### config.mk
export PLATFORM = sky130hd
export DESIGN_NAME = multiplexed_rgb_led_scanner
export DESIGN_NICKNAME = d
export VERILOG_FILES = /design/src/sv/mrls_pkg.sv /design/src/sv/mrls_ram.sv /design/src/sv/mrls_ctrl.sv /design/src/sv/mrls_dpath.sv /design/src/sv/multiplexed_rgb_led_scanner.sv
export SDC_FILE = /design/constraint.sdc
export NUM_CORES = 2
export LEC_CHECK = 0
export ABC_AREA = 0
export BUFFER_PORTS_ARGS = -buffer_cell sky130_fd_sc_hd__buf_2
export CAP_MARGIN = 20
export CORE_AREA = 2 2 293 295
export CTS_BUF_LIST = sky130_fd_sc_hd__clkbuf_16
export CTS_CLUSTER_SIZE = 24
export DETAILED_ROUTE_END_ITERATION = 8
export DIE_AREA = 0 0 295 297
export PLACE_DENSITY = 0.54
export SLEW_MARGIN = 20
export SYNTH_ARGS = -nofsm -noshare
export SYNTH_HDL_FRONTEND = slang
export SYNTH_SLANG_ARGS = --single-unit
### constraint.sdc
create_clock -name clk_i -period 7.15 [get_ports clk_i]
set_input_delay 0.715 -clock clk_i [delete_from_list [all_inputs] [get_ports clk_i]]
set_output_delay 0.715 -clock clk_i [all_outputs]
set_load 0.01 [all_outputs]
### src/sv/mrls_pkg.sv
// ----------------------------------------------------------------------------
// mrls_pkg
// Shared types and constants for the multiplexed RGB LED scanner: command
// codes, register indexes, transfer payloads and controller/datapath links.
// ----------------------------------------------------------------------------
`timescale 1ns / 1ps

package mrls_pkg;

  // Command codes carried in the input item
  typedef enum logic [1:0] {
    CMD_TICK    = 2'd0,
    CMD_SET     = 2'd1,
    CMD_ALL_OFF = 2'd2,
    CMD_READ    = 2'd3
  } cmd_e;

  // Configuration register indexes
  localparam logic CFG_BRIGHTNESS = 1'b0;
  localparam logic CFG_LED_COUNT  = 1'b1;

  localparam int unsigned CfgDataW = 7;

  // Brightness scaling: full scale percent, top level, and a reciprocal of
  // the percent divisor that is exact for products below 43690
  localparam logic [6:0]  PCT_FULL    = 7'd100;
  localparam logic [7:0]  LVL_MAX     = 8'd255;
  localparam int unsigned ProdW       = 15;
  localparam int unsigned RecipW      = 13;
  localparam logic [12:0] RECIP_MUL   = 13'd5243;
  localparam int unsigned RecipShift  = 19;
  localparam int unsigned ScaledW     = ProdW + RecipW;

  // Input item
  typedef struct packed {
    logic [1:0] command;
    logic [3:0] led_index;
    logic [7:0] red_in;
    logic [7:0] green_in;
    logic [7:0] blue_in;
  } in_item_t;

  // Result item
  typedef struct packed {
    logic [2:0] drive_index;
    logic [7:0] drive_red;
    logic [7:0] drive_green;
    logic [7:0] drive_blue;
    logic [7:0] read_red;
    logic [7:0] read_green;
    logic [7:0] read_blue;
    logic       read_valid;
  } out_item_t;

  // Controller state codes, one-hot
  typedef enum logic [7:0] {
    S_IDLE   = 8'b0000_0001,
    S_DECODE = 8'b0000_0010,
    S_MOD    = 8'b0000_0100,
    S_TFETCH = 8'b0000_1000,
    S_RFETCH = 8'b0001_0000,
    S_MUL1   = 8'b0010_0000,
    S_MUL2   = 8'b0100_0000,
    S_DONE   = 8'b1000_0000
  } state_e;

  // Commands from controller to datapath
  typedef struct packed {
    logic capture;
    logic mod_step;
    logic mod_commit;
    logic read_issue;
    logic load_drive;
    logic load_read;
    logic mul_stage;
    logic write_entry;
    logic clear_all;
    logic emit;
  } ctrl_t;

  // Status from datapath to controller
  typedef struct packed {
    cmd_e cmd;
    logic idx_in_range;
    logic mod_ge;
  } stat_t;

endpackage

### src/sv/mrls_ram.sv
// ----------------------------------------------------------------------------
// mrls_ram
// Generic simple dual-port RAM: one write port, one read port with
// registered read data.
// ----------------------------------------------------------------------------
`timescale 1ns / 1ps

module mrls_ram #(
  parameter int unsigned WIDTH = 24,
  parameter int unsigned DEPTH = 8,
  parameter int unsigned AW    = (DEPTH > 1) ? $clog2(DEPTH) : 1
) (
  input  logic             clk_i,
  input  logic             we_i,
  input  logic [AW-1:0]    waddr_i,
  input  logic [WIDTH-1:0] wdata_i,
  input  logic             re_i,
  input  logic [AW-1:0]    raddr_i,
  output logic [WIDTH-1:0] rdata_o
);

  logic [WIDTH-1:0] mem_q [DEPTH];
  logic [WIDTH-1:0] rdata_q;

  // Write port
  always_ff @(posedge clk_i) begin
    if (we_i) begin
      mem_q[waddr_i] <= wdata_i;
    end
  end

  // Registered read port
  always_ff @(posedge clk_i) begin
    if (re_i) begin
      rdata_q <= mem_q[raddr_i];
    end
  end

  assign rdata_o = rdata_q;

endmodule

### src/sv/mrls_ctrl.sv
// ----------------------------------------------------------------------------
// mrls_ctrl
// Controller for the LED scanner: sequences one command at a time through
// decode, scan reduction, store access, scaling and result hand-off.
// ----------------------------------------------------------------------------
`timescale 1ns / 1ps

module mrls_ctrl import mrls_pkg::*; (
  input  logic  clk_i,
  input  logic  rst_ni,
  input  logic  in_valid_i,
  output logic  in_stall_o,
  output logic  out_valid_o,
  input  logic  out_stall_i,
  input  stat_t stat_i,
  output ctrl_t ctrl_o
);

  state_e state_q, state_d;
  logic   out_valid_q, out_valid_d;

  // Next state and command decode
  always_comb begin
    state_d = state_q;
    ctrl_o  = '0;
    unique case (state_q)
      S_IDLE: begin
        if (in_valid_i) begin
          ctrl_o.capture = 1'b1;
          state_d        = S_DECODE;
        end
      end
      S_DECODE: begin
        unique case (stat_i.cmd)
          CMD_TICK: begin
            state_d = S_MOD;
          end
          CMD_SET: begin
            state_d = stat_i.idx_in_range ? S_MUL1 : S_DONE;
          end
          CMD_ALL_OFF: begin
            ctrl_o.clear_all = 1'b1;
            state_d          = S_DONE;
          end
          CMD_READ: begin
            if (stat_i.idx_in_range) begin
              ctrl_o.read_issue = 1'b1;
              state_d           = S_RFETCH;
            end else begin
              state_d = S_DONE;
            end
          end
          default: begin
            state_d = S_DONE;
          end
        endcase
      end
      S_MOD: begin
        // Subtract the count until the next position falls in range
        if (stat_i.mod_ge) begin
          ctrl_o.mod_step = 1'b1;
        end else begin
          ctrl_o.mod_commit = 1'b1;
          state_d           = S_TFETCH;
        end
      end
      S_TFETCH: begin
        ctrl_o.load_drive = 1'b1;
        state_d           = S_DONE;
      end
      S_RFETCH: begin
        ctrl_o.load_read = 1'b1;
        state_d          = S_DONE;
      end
      S_MUL1: begin
        ctrl_o.mul_stage = 1'b1;
        state_d          = S_MUL2;
      end
      S_MUL2: begin
        ctrl_o.write_entry = 1'b1;
        state_d            = S_DONE;
      end
      S_DONE: begin
        // Hand the result to the output register once it is free
        if (!out_valid_q || !out_stall_i) begin
          ctrl_o.emit = 1'b1;
          state_d     = S_IDLE;
        end
      end
      default: begin
        state_d = S_IDLE;
      end
    endcase
  end

  // Output register occupancy: set on emit, drop on transfer
  assign out_valid_d = ctrl_o.emit | (out_valid_q & out_stall_i);

  always_ff @(posedge clk_i or negedge rst_ni) begin
    if (!rst_ni) begin
      state_q     <= S_IDLE;
      out_valid_q <= 1'b0;
    end else begin
      state_q     <= state_d;
      out_valid_q <= out_valid_d;
    end
  end

  assign in_stall_o  = (state_q != S_IDLE);
  assign out_valid_o = out_valid_q;

endmodule

### src/sv/mrls_dpath.sv
// ----------------------------------------------------------------------------
// mrls_dpath
// Datapath for the LED scanner: configuration registers, scan position,
// drive levels, colour store with valid bits, brightness scaling and the
// result register.
// ----------------------------------------------------------------------------
`timescale 1ns / 1ps

module mrls_dpath import mrls_pkg::*; #(
  parameter int unsigned MAX_LEDS = 8
) (
  input  logic                clk_i,
  input  logic                rst_ni,
  input  in_item_t            in_data_i,
  input  logic                cfg_we_i,
  input  logic                cfg_index_i,
  input  logic [CfgDataW-1:0] cfg_data_i,
  input  ctrl_t               ctrl_i,
  output stat_t               stat_o,
  output out_item_t           out_data_o
);

  // Largest usable count: bounded by the store and by the 4-bit count field
  localparam int unsigned CntMaxInt = (MAX_LEDS < 15) ? MAX_LEDS : 15;
  localparam logic [3:0]  CNT_MAX   = 4'(CntMaxInt);
  localparam int unsigned PW        = (CntMaxInt > 1) ? $clog2(CntMaxInt) : 1;
  localparam int unsigned AW        = (MAX_LEDS > 1) ? $clog2(MAX_LEDS) : 1;

  // Configuration
  logic [6:0] brightness_q;
  logic [3:0] led_count_q;
  logic [3:0] count_eff;
  logic [6:0] bright_eff;

  // Command context
  cmd_e            cmd_q;
  logic [3:0]      idx_q;
  logic [2:0][7:0] rgb_q;

  // Scan and drive state
  logic [PW-1:0]   pos_q;
  logic [3:0]      temp_q;
  logic [23:0]     drive_q;
  logic [23:0]     rd_q;
  logic            rd_valid_q;
  logic [3:0]      pos_ext;

  // Store
  logic [MAX_LEDS-1:0] vld_q;
  logic [AW-1:0]       raddr;
  logic [AW-1:0]       rd_addr_q;
  logic [23:0]         rdata;
  logic [23:0]         entry;
  logic [AW-1:0]       waddr;

  // Scaling
  logic [2:0][ProdW-1:0] prod_q;
  logic [2:0][7:0]       scaled;
  logic [23:0]           wdata;

  out_item_t out_q;

  // Write configuration registers
  always_ff @(posedge clk_i or negedge rst_ni) begin
    if (!rst_ni) begin
      brightness_q <= PCT_FULL;
      led_count_q  <= 4'd8;
    end else if (cfg_we_i) begin
      if (cfg_index_i == CFG_BRIGHTNESS) begin
        brightness_q <= cfg_data_i[6:0];
      end
      if (cfg_index_i == CFG_LED_COUNT) begin
        led_count_q <= cfg_data_i[3:0];
      end
    end
  end

  // Clamp count and brightness to their usable ranges
  always_comb begin
    if (led_count_q == 4'd0) begin
      count_eff = 4'd1;
    end else if (led_count_q > CNT_MAX) begin
      count_eff = CNT_MAX;
    end else begin
      count_eff = led_count_q;
    end
    bright_eff = (brightness_q > PCT_FULL) ? PCT_FULL : brightness_q;
  end

  // Hold the accepted command
  always_ff @(posedge clk_i) begin
    if (ctrl_i.capture) begin
      cmd_q    <= cmd_e'(in_data_i.command);
      idx_q    <= in_data_i.led_index;
      rgb_q[2] <= in_data_i.red_in;
      rgb_q[1] <= in_data_i.green_in;
      rgb_q[0] <= in_data_i.blue_in;
    end
  end

  // Next scan position: start at position plus one, reduce by the count
  always_ff @(posedge clk_i) begin
    if (ctrl_i.capture) begin
      temp_q <= 4'(pos_q) + 4'd1;
    end else if (ctrl_i.mod_step) begin
      temp_q <= temp_q - count_eff;
    end
  end

  assign stat_o.cmd          = cmd_q;
  assign stat_o.idx_in_range = (idx_q < count_eff);
  assign stat_o.mod_ge       = (temp_q >= count_eff);

  // Store read address: scan target on a tick, addressed LED on a read
  assign raddr = ctrl_i.mod_commit ? AW'(temp_q) : AW'(idx_q);

  always_ff @(posedge clk_i) begin
    if (ctrl_i.mod_commit || ctrl_i.read_issue) begin
      rd_addr_q <= raddr;
    end
  end

  // An entry never written since reset or all-off reads as zero
  assign entry = vld_q[rd_addr_q] ? rdata : 24'd0;

  // Scale each channel: product, then divide by the percent via reciprocal
  always_comb begin
    for (int k = 0; k < 3; k++) begin
      logic [ScaledW-1:0] full;
      logic [8:0]         lvl;
      full = ScaledW'(prod_q[k]) * ScaledW'(RECIP_MUL);
      lvl  = 9'(full >> RecipShift);
      if (rgb_q[k] != 8'd0 && rgb_q[k] != LVL_MAX) begin
        lvl = lvl + 9'd1;
      end
      scaled[k] = (lvl > 9'(LVL_MAX)) ? LVL_MAX : lvl[7:0];
    end
  end

  always_ff @(posedge clk_i) begin
    if (ctrl_i.mul_stage) begin
      for (int k = 0; k < 3; k++) begin
        prod_q[k] <= ProdW'(rgb_q[k]) * ProdW'(bright_eff);
      end
    end
  end

  assign wdata = {scaled[2], scaled[1], scaled[0]};
  assign waddr = AW'(idx_q);

  mrls_ram #(
    .WIDTH (24),
    .DEPTH (MAX_LEDS)
  ) u_store (
    .clk_i   (clk_i),
    .we_i    (ctrl_i.write_entry),
    .waddr_i (waddr),
    .wdata_i (wdata),
    .re_i    (ctrl_i.mod_commit | ctrl_i.read_issue),
    .raddr_i (raddr),
    .rdata_o (rdata)
  );

  // Scan position, drive levels and valid bits
  always_ff @(posedge clk_i or negedge rst_ni) begin
    if (!rst_ni) begin
      pos_q   <= '0;
      drive_q <= '0;
      vld_q   <= '0;
    end else begin
      if (ctrl_i.mod_commit) begin
        pos_q <= PW'(temp_q);
      end
      if (ctrl_i.clear_all) begin
        vld_q   <= '0;
        drive_q <= '0;
      end else begin
        if (ctrl_i.load_drive) begin
          drive_q <= entry;
        end
        if (ctrl_i.write_entry) begin
          vld_q[waddr] <= 1'b1;
        end
      end
    end
  end

  // Read-back colour, cleared for every new command
  always_ff @(posedge clk_i) begin
    if (ctrl_i.capture) begin
      rd_q       <= '0;
      rd_valid_q <= 1'b0;
    end else if (ctrl_i.load_read) begin
      rd_q       <= entry;
      rd_valid_q <= 1'b1;
    end
  end

  assign pos_ext = 4'(pos_q);

  // Result register
  always_ff @(posedge clk_i) begin
    if (ctrl_i.emit) begin
      out_q.drive_index <= pos_ext[2:0];
      out_q.drive_red   <= drive_q[23:16];
      out_q.drive_green <= drive_q[15:8];
      out_q.drive_blue  <= drive_q[7:0];
      out_q.read_red    <= rd_q[23:16];
      out_q.read_green  <= rd_q[15:8];
      out_q.read_blue   <= rd_q[7:0];
      out_q.read_valid  <= rd_valid_q;
    end
  end

  assign out_data_o = out_q;

endmodule

### src/sv/multiplexed_rgb_led_scanner.sv
// ----------------------------------------------------------------------------
// multiplexed_rgb_led_scanner
// Time-multiplexed driver for a bank of common-anode RGB LEDs sharing one
// set of PWM levels, with a brightness-scaled colour store per LED.
// ----------------------------------------------------------------------------
// Commands are handled one at a time, each giving one result transfer. After
// decode, all-off or an out-of-range set or read goes straight to the done
// state, an in-range read passes through a fetch state, an in-range set
// through two multiply stages, and a tick through the reduction state, where
// it makes the count subtractions needed to wrap the scan position (none for
// a plain step to the next LED, one when the scan wraps back to LED zero,
// more only after the LED count was lowered below the current position), then
// a fetch state. The colour store is a RAM with one read port and registered
// read data, so each store read goes through a fetch state. A finished
// result waits in the output register; the block goes back to idle once
// it is loaded. Writes to brightness (index 0) and LED count (index 1) are
// always accepted and must only be issued while the block is idle.
`timescale 1ns / 1ps

module multiplexed_rgb_led_scanner import mrls_pkg::*; #(
  parameter int unsigned MAX_LEDS = 8
) (
  input  logic                clk_i,
  input  logic                rst_ni,
  input  logic                in_valid_i,
  output logic                in_stall_o,
  input  in_item_t            in_data_i,
  output logic                out_valid_o,
  input  logic                out_stall_i,
  output out_item_t           out_data_o,
  input  logic                cfg_valid_i,
  output logic                cfg_ready_o,
  input  logic                cfg_index_i,
  input  logic [CfgDataW-1:0] cfg_data_i
);

  ctrl_t ctrl;
  stat_t stat;

  // Configuration writes never wait
  assign cfg_ready_o = 1'b1;

  mrls_ctrl u_ctrl (
    .clk_i       (clk_i),
    .rst_ni      (rst_ni),
    .in_valid_i  (in_valid_i),
    .in_stall_o  (in_stall_o),
    .out_valid_o (out_valid_o),
    .out_stall_i (out_stall_i),
    .stat_i      (stat),
    .ctrl_o      (ctrl)
  );

  mrls_dpath #(
    .MAX_LEDS (MAX_LEDS)
  ) u_dpath (
    .clk_i       (clk_i),
    .rst_ni      (rst_ni),
    .in_data_i   (in_data_i),
    .cfg_we_i    (cfg_valid_i & cfg_ready_o),
    .cfg_index_i (cfg_index_i),
    .cfg_data_i  (cfg_data_i),
    .ctrl_i      (ctrl),
    .stat_o      (stat),
    .out_data_o  (out_data_o)
  );

endmodule

==> qor.yml <==
status: "finished, final reports clean"
worst_slew_pin_slew_ns: 1.05
grt_max_degree: 66
synth_top_family_by_area: "adder cells"
worst_slack_ns: 0.379
endpoint_kind: "flip-flop"
drive_gt1_frac: 0.105
synth.distinct_cells: 81
ant_nets: 0
p_leak_nw: 16.5
final_cell_count_no_fill: 4354
ir_drop_mv: 0.228
cts_max_level: 2
detail_route.wl_per_cell_um: 16.4
antenna_found_initial: 5
critPathMaxStageDelay_ns: 0.54
netlist_area_um2: 32800
ys_ff_latch: 430
min_period_over_period: 0.947
p_sw_mw: 4.82
pre_cts_slack_ns: -0.0599
slowest_stage: "fa_1"
cts_sinks: 430
worst_hold_slack_ns: 0.278
synth_adder_area_share: 0.337
swShare: 0.393
path_buf_inv: 6
cts_buffers: 52
synth_enable_flop_cells: 350
startpoint_type: "flip-flop"
num_vias: 20981
worstSetupPathType: "flip-flop to flip-flop"
placementRows: 107
finalHoldViolations: 0
drtIter0Drc: 1065
grt_usage: 0.169
synthMuxAreaShare: 0.0105
firstDrtPassIters: 5
hold_class: "input port to asynchronous set/reset pin"
clockBufferDepth: 3
routabilityCongestion: 0.813
synthSimpleGateAreaFrac: 0.129
wirelength_mm: 71.3
drc: 0
num-nets-final: 3913
fin_setup_tns_ns: 0
maxSlewHeadroom: 0.295
start_util: 0.388
grt_first_pass_wirelength_mm: 118
cp_max_fo: 8
syn2layout_area_growth_pct: 12.4
avgSynthCellArea_um2: 10.8
grt_pass1_vias: 21953
max_clock_freq_mhz: 148
grt-ovfl-total: 0
power_density_nw_per_um2: 333
io_pins: 98
die_h_um: 297
ys_warn_count: 0
die_area_um2: 87600
clock_latency_ns: 0.62
portBuffers: 96
hpwlAfterDp_mm: 53.0
vias_per_cell: 4.82
crit_family: "adder cells"
synth_nets: 3794
synth_compound_area_frac: 0.0572
die_x_um: 295
seq_area_frac_synth: 0.378
final_common_cell: "inv_1"
layout_common_cells: "inv_1, nand2_1, ha_1"
synthXorXnorAreaFrac: 0.0216
power_frac_comb: 0.496
arrival_ns: 7.11
clk_root_buffer_cell: "clkbuf_16"
core_um2: 84500
multi_input_area_um2: 18500
p_int_mw: 7.43
cts_tree: "built"
p_seq_frac: 0.296
dp.cells: 4243
async_flop_share: 0.128
drv_cap: 0
fillCellCount: 8029
synth_top_flop_cell: "edfxtp_1"
clk_pin_slew_ns: 0.06
power_frac_clock: 0.208
crit_required_ns: 7.49
crit_path_frequent_cell: "fa_1"
ff_latch_area_um2: 12400
cts-hold-fix-buffers: 0
synthCells: 3046
finalClockSkew_ns: 0.0391
setup_viol: 0
period_minus_slack_ns: 6.77
p_total_mw: 12.3
maxSlewViolCount: 0
-- metal layers --
| layer | wire length (um) | track usage |
|---|---|---|
| met1 | 34400 | 0.239 |
| met2 | 32900 | 0.280 |
| met3 | 2870 | 0.0217 |
| met4 | 1040 | 0.0332 |
| met5 | 0 | 0 |
-- through the flow --
step	area [um2]	util
detailed placement	34800	0.412
finish	36900	0.436
global placement	34800	0.412
floorplan	32800	-
CTS	36600	0.433
global route	36800	0.436
-- kinds of logic (layout without fill, tap and decap cells) --
family | after synthesis | count (layout)
AOI/OAI and AO/OA | 299 | 299
xor gates and xnor gates | 79 | 79
adders and majority gates | 705 | 705
buffers and inverters | 578 | 741
DFF | 430 | 430
muxes | 30 | 30
other | 1 | 2
and+or+nand+nor | 924 | 924
-- repair_timing --
action,CTS,global route
setup buffers,0,10
endpoints found under the setup margin,16,176
pin swaps,0,24
gates cloned,0,0
gates resized for setup,2,33
hold endpoints to repair,0,0
-- synthesized netlist by cell type (13+ instances only) --
| cell | count | area [um2] |
|---|---|---|
| a21o_1 | 21 | 158 |
| nand4_1 | 20 | 125 |
| nor2_1 | 92 | 345 |
| o21ai_0 | 67 | 335 |
| nor3_1 | 22 | 110 |
| dfrtp_1 | 50 | 1250 |
| dfxtp_1 | 25 | 500 |
| fa_1 | 295 | 5910 |
| nand2b_1 | 13 | 81.3 |
| nand2_1 | 473 | 1780 |
| xor2_1 | 20 | 175 |
| ha_1 | 410 | 5130 |
| mux2_2 | 16 | 180 |
| edfxtp_1 | 350 | 10500 |
| o21ai_1 | 15 | 75.1 |
| clkbuf_1 | 77 | 289 |
| and2_1 | 51 | 319 |
| xnor2_1 | 57 | 499 |
| a211oi_1 | 13 | 97.6 |
| inv_1 | 477 | 1790 |
| nand3_1 | 159 | 796 |
| o22ai_1 | 25 | 156 |
| a21oi_1 | 86 | 430 |
| o21bai_1 | 17 | 128 |
| and3_1 | 19 | 119 |
-- state kept, by name (all words and copies together), names as in the netlist --
register,cells
u_dpath.drive_q,24
u_dpath.rd_addr_q,3
u_dpath.vld_q,8
u_dpath.rd_q,24
u_dpath.pos_q,3
u_dpath.out_data_o,52
u_dpath.cmd_q,2
u_dpath.brightness_q,7
u_dpath.led_count_q,4
u_dpath.u_store.rdata_o,24
u_dpath.temp_q,4
u_dpath.prod_q,45
u_ctrl.out_valid_o,1
u_dpath.u_store.mem_q,192
u_dpath.rd_valid_q,1
u_dpath.idx_q,4
u_dpath.rgb_q,24
u_ctrl.state_q,8
-- power by group through the flow --
stage                     logic (mW)  clock network, mW  registers, mW
final                           6.08               2.55           3.62
after global routing            7.11               2.73           3.64
after floorplan                 4.59                  0           3.57
after detailed placement        6.02                  0           3.67
after global placement          5.99                  0           3.68
after CTS                       6.08               2.62           3.62
-- final cells by class --
type,count,share of cell area
clock inverters,43,0.00886
inverters,478,0.0487
repair buffers,165,0.0287
flip-flops and latches,430,0.336
diodes,1,0.0000679
clock buffers,55,0.0373
well taps,1144,0.0388
multi-input cells,2038,0.501
-- path summary, 6_finish.rpt --
check,endpoint,slack [ns],from,cells past startpoint
setup reg to reg,u_dpath.u_store.mem_q[1][18],0.38,u_dpath.prod_q[42],27
hold reg to reg,u_dpath.out_data_o[13],0.43,u_dpath.rd_q[12],0
setup / recovery,u_dpath.u_store.mem_q[1][18],0.38,u_dpath.prod_q[42],27
hold / removal,u_dpath.pos_q[2],0.28,rst_ni,2
max in group asynchronous,u_dpath.brightness_q[0],6.31,rst_ni,2
min in group clk_i,u_dpath.cmd_q[0],0.28,in_data_i[28],1
-- worst reg2reg max path, cell delays in order, from the launching register on --
cell	delay, ns
edfxtp_1	0.52
fa_1	0.52
ha_1	0.29
inv_1	0.04
fa_1	0.47
inv_1	0.06
fa_1	0.52
inv_1	0.05
fa_1	0.54
inv_2	0.05
ha_4	0.24
and3_4	0.19
a31o_1	0.23
o21a_1	0.17
o21ai_1	0.12
nand4b_1	0.11
xor2_1	0.20
ha_2	0.21
nand3b_1	0.09
or3_1	0.31
mux2i_1	0.17
nor2_1	0.08
or4_4	0.44
a221oi_4	0.30
and3_4	0.23
buf_8	0.14
o21ai_1	0.06
buf_4	0.16
(Power assumes the default switching activity.)
